<file path="config.mk">
export PLATFORM = sky130hd
export DESIGN_NAME = fraction_reduce
export DESIGN_NICKNAME = d
export VERILOG_FILES = /design/src/hw/rtl/fr_pkg.sv /design/src/hw/rtl/fraction_reduce.sv
export SDC_FILE = /design/constraint.sdc
export NUM_CORES = 1
export LEC_CHECK = 0
export BUFFER_PORTS_ARGS = -buffer_cell sky130_fd_sc_hd__buf_2
export CELL_PAD_IN_SITES_DETAIL_PLACEMENT = 1
export CELL_PAD_IN_SITES_GLOBAL_PLACEMENT = 2
export CORE_MARGIN = 8
export CORE_UTILIZATION = 41
export CTS_CLUSTER_DIAMETER = 40
export DETAILED_ROUTE_END_ITERATION = 16
export PLACE_DENSITY_LB_ADDON = 0.1
export RECOVER_POWER = 50
export SLEW_MARGIN = 20
export SYNTH_ARGS = -nofsm -noshare
export SYNTH_HDL_FRONTEND = slang
export SYNTH_SLANG_ARGS = --single-unit
</file>
<file path="constraint.sdc">
create_clock -name clk -period 6.69 [get_ports clk]
set_input_delay 1.6725 -clock clk [delete_from_list [all_inputs] [get_ports clk]]
set_output_delay 1.6725 -clock clk [all_outputs]
set_load 0.01 [all_outputs]
</file>
<file path="src/hw/rtl/fr_pkg.sv">
package fr_pkg;

	localparam int DATA_WIDTH = 32;
	localparam int CNT_W = $clog2(DATA_WIDTH);
	localparam int IN_TDATA_W = ((2 * DATA_WIDTH + 7) / 8) * 8;
	localparam int OUT_TDATA_W = ((2 * DATA_WIDTH - 1 + 7) / 8) * 8;
	localparam int OUT_TUSER_W = 2;

	typedef logic [DATA_WIDTH-1:0] mag_t;

	localparam logic [1:0] ST_IDLE = 2'd0;
	localparam logic [1:0] ST_GCD  = 2'd1;
	localparam logic [1:0] ST_DIV  = 2'd2;
	localparam logic [1:0] ST_DONE = 2'd3;

	localparam logic [1:0] PH_GCD = 2'd0;
	localparam logic [1:0] PH_NUM = 2'd1;
	localparam logic [1:0] PH_DEN = 2'd2;

endpackage

</file>
<file path="src/hw/rtl/fraction_reduce.sv">
// Fraction reduction to lowest terms.
// Input channel s_axis: one item is a signed fraction, numerator in the low
// half of tdata, denominator in the high half. Output channel m_axis: one
// item per input item, reduced numerator and positive reduced denominator
// in tdata, flags is_whole and zero_denominator in tuser.
// All arithmetic runs on one restoring divider that produces one quotient
// bit per cycle. The Euclidean loop takes k divisions (k about 1 to 46 at
// 32 bits), then the two parts are divided by the common divisor. An item
// with a zero numerator or zero denominator skips the divider.
// One item is worked on at a time; s_axis_tready is high only while the
// divider is free. A finished item waits in the output register while the
// next input is taken; if the receiver stalls m_axis_tready, the output item
// holds and the block stops after finishing the item behind it.
// Reset clears the control state and the output valid flag; the block is
// ready for an item in the first cycle after reset is released.
module fraction_reduce
	import fr_pkg::*;
(
	input  logic                   clk,
	input  logic                   arst_n,
	input  logic                   s_axis_tvalid,
	output logic                   s_axis_tready,
	input  logic [IN_TDATA_W-1:0]  s_axis_tdata,  // numerator, denominator
	output logic                   m_axis_tvalid,
	input  logic                   m_axis_tready,
	output logic [OUT_TDATA_W-1:0] m_axis_tdata,  // reduced_numerator, reduced_denominator
	output logic [OUT_TUSER_W-1:0] m_axis_tuser   // is_whole, zero_denominator
);

	logic [1:0]            st_q;
	logic [1:0]            ph_q;
	logic [CNT_W-1:0]      cnt_q;
	logic                  out_valid_q;

	logic                  neg_q;
	mag_t                  nmag_q;
	mag_t                  dmag_q;
	mag_t                  p_q;
	mag_t                  q_q;
	mag_t                  dvd_q;
	mag_t                  dvs_q;
	mag_t                  rem_q;
	mag_t                  rn_q;
	mag_t                  res_num_q;
	logic [DATA_WIDTH-2:0] res_den_q;
	logic                  res_whole_q;
	logic                  res_zd_q;
	logic [OUT_TDATA_W-1:0] out_data_q;
	logic [OUT_TUSER_W-1:0] out_user_q;

	mag_t                  in_num;
	mag_t                  in_den;
	mag_t                  in_nmag;
	mag_t                  in_dmag;
	logic                  in_acc;
	logic [DATA_WIDTH:0]   sh;
	logic [DATA_WIDTH:0]   diff;
	logic                  ge;
	mag_t                  rem_n;
	mag_t                  dvd_n;
	logic                  div_last;
	logic                  out_free;

	assign in_num  = s_axis_tdata[DATA_WIDTH-1:0];
	assign in_den  = s_axis_tdata[2*DATA_WIDTH-1:DATA_WIDTH];
	assign in_nmag = in_num[DATA_WIDTH-1] ? (~in_num) + mag_t'(1) : in_num;
	assign in_dmag = in_den[DATA_WIDTH-1] ? (~in_den) + mag_t'(1) : in_den;

	assign s_axis_tready = (st_q == ST_IDLE);
	assign in_acc        = s_axis_tvalid && s_axis_tready;

	assign sh       = {rem_q, dvd_q[DATA_WIDTH-1]};
	assign diff     = sh - {1'b0, dvs_q};
	assign ge       = !diff[DATA_WIDTH];
	assign rem_n    = ge ? diff[DATA_WIDTH-1:0] : sh[DATA_WIDTH-1:0];
	assign dvd_n    = {dvd_q[DATA_WIDTH-2:0], ge};
	assign div_last = (cnt_q == CNT_W'(DATA_WIDTH - 1));
	assign out_free = !out_valid_q || m_axis_tready;

	assign m_axis_tvalid = out_valid_q;
	assign m_axis_tdata  = out_data_q;
	assign m_axis_tuser  = out_user_q;

	always_ff @(posedge clk or negedge arst_n) begin
		if (!arst_n) begin
			st_q        <= ST_IDLE;
			ph_q        <= PH_GCD;
			cnt_q       <= '0;
			out_valid_q <= 1'b0;
		end else begin
			if (out_valid_q && m_axis_tready && st_q != ST_DONE) begin
				out_valid_q <= 1'b0;
			end
			unique case (st_q)
				ST_IDLE: begin
					if (in_acc) begin
						if (in_dmag == '0 || in_nmag == '0) begin
							st_q <= ST_DONE;
						end else begin
							st_q <= ST_GCD;
							ph_q <= PH_GCD;
						end
					end
				end
				ST_GCD: begin
					st_q  <= ST_DIV;
					cnt_q <= '0;
					if (q_q == '0) begin
						ph_q <= PH_NUM;
					end
				end
				ST_DIV: begin
					if (div_last) begin
						cnt_q <= '0;
						unique case (ph_q)
							PH_GCD: st_q <= ST_GCD;
							PH_NUM: ph_q <= PH_DEN;
							default: st_q <= ST_DONE;
						endcase
					end else begin
						cnt_q <= cnt_q + CNT_W'(1);
					end
				end
				default: begin
					if (out_free) begin
						out_valid_q <= 1'b1;
						st_q        <= ST_IDLE;
					end
				end
			endcase
		end
	end

	always_ff @(posedge clk) begin
		unique case (st_q)
			ST_IDLE: begin
				if (in_acc) begin
					neg_q       <= in_num[DATA_WIDTH-1] ^ in_den[DATA_WIDTH-1];
					nmag_q      <= in_nmag;
					dmag_q      <= in_dmag;
					p_q         <= in_nmag;
					q_q         <= in_dmag;
					res_num_q   <= '0;
					res_zd_q    <= (in_dmag == '0);
					res_whole_q <= (in_dmag != '0);
					res_den_q   <= (in_dmag == '0) ? '0 : (DATA_WIDTH-1)'(1);
				end
			end
			ST_GCD: begin
				rem_q <= '0;
				if (q_q == '0) begin
					dvd_q <= nmag_q;
					dvs_q <= p_q;
				end else begin
					dvd_q <= p_q;
					dvs_q <= q_q;
				end
			end
			ST_DIV: begin
				if (!(div_last && ph_q == PH_NUM)) begin
					rem_q <= rem_n;
					dvd_q <= dvd_n;
				end
				if (div_last) begin
					unique case (ph_q)
						PH_GCD: begin
							p_q <= dvs_q;
							q_q <= rem_n;
						end
						PH_NUM: begin
							rn_q  <= dvd_n;
							dvd_q <= dmag_q;
							rem_q <= '0;
						end
						default: begin
							if (neg_q) begin
								res_num_q <= (~rn_q) + mag_t'(1);
							end else if (rn_q[DATA_WIDTH-1]) begin
								res_num_q <= {1'b0, {(DATA_WIDTH-1){1'b1}}};
							end else begin
								res_num_q <= rn_q;
							end
							res_den_q   <= dvd_n[DATA_WIDTH-1] ? '1 : dvd_n[DATA_WIDTH-2:0];
							res_whole_q <= (dvd_n == mag_t'(1));
							res_zd_q    <= 1'b0;
						end
					endcase
				end
			end
			default: begin
				if (out_free) begin
					out_data_q <= OUT_TDATA_W'({res_den_q, res_num_q});
					out_user_q <= {res_zd_q, res_whole_q};
				end
			end
		endcase
	end

endmodule

</file>
==> impl_table.tex <==
\begin{tabular}{lr}
\hline
Metric & Value \\
\hline
\multicolumn{2}{l}{\textbf{Synth}} \\
Synth cell types & 78 \\
Synth Area in Simple Gates & 14.3\% \\
Async set or reset register ratio after synthesis & 2.52\% \\
Mapped cell area & 0.0199 mm² \\
Synth warnings & 0 \\
Post-synthesis mux area share & 1.18\% \\
Sequential-to-total area share from yosys stat & 59.8\% \\
Nets in the synthesized netlist & 1871 \\
Number of register bits inferred by synthesis & 397 \\
Combinational family with the most area after synthesis & compound AO/OA/AOI/OAI gates \\
Most used flip-flop cell after synthesis & edfxtp\_1 \\
Mean instance size in the synthesized netlist & 11.3 µm² \\
Post-synthesis share of cell area spent on full adders, half adders and majority gates & 2.75\% \\
Xor and xnor fraction of the mapped netlist area & 3.97\% \\
Area fraction in compound gates after synthesis & 14.6\% \\
Post-Syn Instances & 1760 \\
Number of enable flip-flop cells after synthesis & 387 \\
\multicolumn{2}{l}{\textbf{Die}} \\
Core area & 0.0477 mm² \\
Die X-Extent & 236 µm \\
Num rows & 80 \\
Die footprint & 0.0557 mm² \\
IO Pins & 136 \\
Chip height & 236 µm \\
Starting utilization of the core area & 41.6\% \\
\multicolumn{2}{l}{\textbf{Drt}} \\
Drt via density & 5.64 \\
Post-detailed-route count of antenna-violating nets & 0 \\
Initial detailed-routing violation count & 1025 \\
Total routed wirelength & 59800 µm \\
Drt pass-1 iters & 5 \\
WL per Instance & 23.4 µm \\
Number of remaining DRC errors & 0 \\
Vias after detailed routing & 14.4k \\
\multicolumn{2}{l}{\textbf{Timing}} \\
Highest attainable clock frequency & 0.189 GHz \\
Final number of max-transition violations & 623 \\
Setup repair after global routing missed its margin & no \\
\# setup viols final & 0 \\
Final Cycle Share & 79.3\% \\
Worst slack on hold paths & 415 ps \\
Setup Skew & 19.4 ps \\
Number of hold-slack violations in the final timing report & 0 \\
Minimum period implied by the final worst setup slack & 5300 ps \\
Sum of negative setup slack & 0 ps \\
Worst slew margin & -126\% \\
Least-Margin Pin Slew & 3390 ps \\
\multicolumn{2}{l}{\textbf{GRT}} \\
Total global routing overflow & 0 \\
Global-route usage over all layers & 21.1\% \\
Antenna violations before repair & 7 \\
Maximum number of pins on one net before global-route repair & 84 \\
First-pass GRT wire length & 91000 µm \\
Via count of the first global-routing pass & 14.8k \\
\multicolumn{2}{l}{\textbf{Place}} \\
Weighted congestion reported at the end of routability-driven placement & 0.883 \\
HPWL Detailed & 44100 µm \\
Port buffer count & 134 \\
Post-placement cell count & 2433 \\
\multicolumn{2}{l}{\textbf{Clocking}} \\
TritonCTS buffer count & 66 \\
CTS tree & done \\
Post-CTS setup repair buffer count & 0 \\
Cts repair resizes & 0 \\
Post-CTS Hold Buffers & 0 \\
Root buffer selected by CTS & clkbuf\_16 \\
Number of levels the H-tree was split into & 3 \\
Clock Sink Count & 397 \\
Clk\_lat worst skew & 570 ps \\
Clock transition at the register clock pins on the worst setup and hold paths after CTS & 50 ps \\
Clock tree buffer depth & 3 \\
\multicolumn{2}{l}{\textbf{Worst setup path}} \\
Largest stage delay on the critical path & 1440 ps \\
Endpoint kind of the worst setup timing path & flip-flop \\
Maximum fanout along the worst path & 49 \\
Critical Path RT & 7130 ps \\
Cell Chain, Critical Path & clkbuf\_1 -> o21ai\_0 -> xnor2\_1 -> or4\_1 -> a2111oi\_0 -> nand3\_1 -> nor3\_1 -> a31o\_2 -> a21oi\_2 -> mux2\_2 \\
WP data arrival & 5740 ps \\
Crit path max-delay cell type & clkbuf\_1 \\
Critical path start-end classification & in2reg \\
Setup crit start kind & primary input \\
\multicolumn{2}{l}{\textbf{Min path}} \\
Kind of path behind the tightest hold check & reg2reg \\
\multicolumn{2}{l}{\textbf{Run}} \\
Max-capacitance violation count & 13 \\
\multicolumn{2}{l}{\textbf{Finish}} \\
Ratio of cells with drive above 1 in the final layout & 14.4\% \\
Reg area & 0.0119 mm² \\
Final layout net count & 1997 \\
Inserted Diodes & 0 \\
Post-route non-filler standard cell count & 2551 \\
Post-route core utilization & 48.7\% \\
Filler cell count & 5028 \\
Area Growth Syn to Fin & 17.2\% \\
Area of the multi-input gates & 0.00736 mm² \\
\multicolumn{2}{l}{\textbf{Pwr}} \\
Fraction of power spent switching nets & 38.0\% \\
Power Internal & 0.00785 W \\
Worst ir drop on vdd & 0.406 mV \\
Proportion of power drawn by the clock network & 26.8\% \\
Part of the total power dissipated in combinational logic & 35.3\% \\
Ratio of total power to cell area & 544 mW/mm² \\
LEAKAGE & 8.46 nW \\
Switching power summed over all nets & 0.00481 W \\
Portion of total power attributed to sequential cells & 38.0\% \\
\multicolumn{2}{l}{\textbf{Outcome}} \\
Failing checks & max-capacitance violations, max-slew violations \\
Result of the run & complete, but fails checks \\
\hline
\end{tabular}
path summary, 6_finish.rpt:
kind	from	endpoint	slack, ps	depth (start not counted)
min reg2reg	res_den_q[8]	m_axis_tdata[40]	410	0
max in group asynchronous	arst_n	m_axis_tvalid	5150	1
min in group asynchronous	arst_n	ph_q[0]	1110	1
max reg2reg	st_q[0]	res_num_q[7]	1490	5
min	res_den_q[8]	m_axis_tdata[40]	410	0
max	s_axis_tdata[31]	ph_q[1]	1390	10
stage by stage:
stage	setup WS, ps	total power, W	cell area [µm²]
finish	1390	0.0127	23300
global route	983	0.0134	23300
CTS	1890	0.0128	23400
detailed placement	1280	0.00933	21100
global placement	1320	0.00921	21100
floorplan	1110	0.00773	19900
cells by family (layout without fill, tap and decap cells):
kind of cell | after synthesis | after routing
buf+inv | 172 | 348
simple gates | 589 | 589
other cells | 1 | 1
mux | 22 | 22
compound gates | 446 | 446
xor+xnor | 90 | 90
fa+ha+maj | 43 | 43
flops | 397 | 397
registers in the layout (all words and copies together), names as in the netlist, 5 cells and up:
| register | cells |
|---|---|
| m_axis_tdata | 63 |
| q_q | 32 |
| res_num_q | 32 |
| rem_q | 32 |
| rn_q | 32 |
| dvs_q | 32 |
| dvd_q | 32 |
| nmag_q | 32 |
| p_q | 32 |
| dmag_q | 32 |
| cnt_q | 5 |
| res_den_q | 31 |
cell usage after synthesis, types with 7 or more instances:
library cell  instances  share of area [%]
or3_1                18               0.57
xnor2_1              74                3.3
a21o_1               42                1.6
or3_4                 7               0.40
o31ai_1              13               0.49
nand3_1              19               0.48
nor2_1              220                4.2
nand2b_1             12               0.38
a21oi_1             140                3.5
ha_1                 42                2.6
o21ai_0              63                1.6
nor3_1               33               0.83
xor2_1               16               0.71
a211oi_1             38                1.4
clkbuf_1             85                1.6
mux2_2                7               0.40
edfxtp_1            387                 59
nand2_1             138                2.6
inv_1                75                1.4
nor2b_1              41                1.3
o41ai_1              14               0.62
or4_1                14               0.53
nor4_1               26               0.82
o21a_1               13               0.49
o31a_1                8               0.35
a31oi_1              44                1.4
or2_2                10               0.32
dfrtp_1              10                1.3
nand4_1              15               0.47
mux2i_1              14               0.71
a311oi_1             14               0.62
layer usage:
metal | routed length (µm) | global-route usage, % | share of wire [%] | vias to the layer above
li1 | - | - | - | 6849
met1 | 27200 | 28.3 | 45 | 7129
met2 | 27500 | 33.5 | 46 | 316
met3 | 3110 | 3.84 | 5.2 | 95
met4 | 2000 | 8.40 | 3.3 | 6
met5 | 34 | 0 | 0.057 | -
power groups by stage:
stage	clock [W]	sequential [W]	combinational [W]
floorplan	0	0.00468	0.00305
global placement	0	0.00477	0.00443
detailed placement	0	0.00482	0.00450
CTS	0.00345	0.00478	0.00453
global route	0.00353	0.00491	0.00499
finish	0.00339	0.00480	0.00447
final cells by class:
cell class                 count  area share, %
sequential                   397           51.0
multi-input combinational   1191           31.7
clock buffer                  71           7.27
tap                          615           3.31
timing repair buffer         154           3.23
clock inverter                47           2.28
inverter                      76           1.23
critical path, delay by kind of cell:
| family | cells | cell delay (ps) |
|---|---|---|
| muxes | 1 | 290 |
| AOI/OAI and AO/OA | 4 | 1100 |
| and+or+nand+nor | 3 | 940 |
| buffers and inverters | 1 | 1440 |
| xor gates and xnor gates | 1 | 290 |
placed cells by master (no fill, tap or decap), types with 8 or more instances in the layout:
cell,synthesis,layout
nor3_1,33,33
nand3_1,19,19
inv_6,0,11
mux2i_1,14,14
buf_2,4,101
or2_2,10,10
o31a_1,8,8
or4_1,14,14
buf_4,2,12
or3_1,18,18
nor4_1,26,26
nor2_1,220,219
dfrtp_1,10,10
a21oi_1,140,138
clkbuf_1,85,43
nand2_1,138,137
inv_1,75,74
o21a_1,13,13
xor2_1,16,16
nand4_1,15,15
edfxtp_1,387,387
ha_1,42,42
a311oi_1,14,14
clkbuf_16,0,67
nand2b_1,12,12
xnor2_1,74,73
a31oi_1,44,44
clkinvlp_4,0,11
o21ai_0,63,63
nor2b_1,41,41
o41ai_1,14,14
a211oi_1,38,38
a21o_1,42,42
o31ai_1,13,13
(Power assumes the default switching activity.)
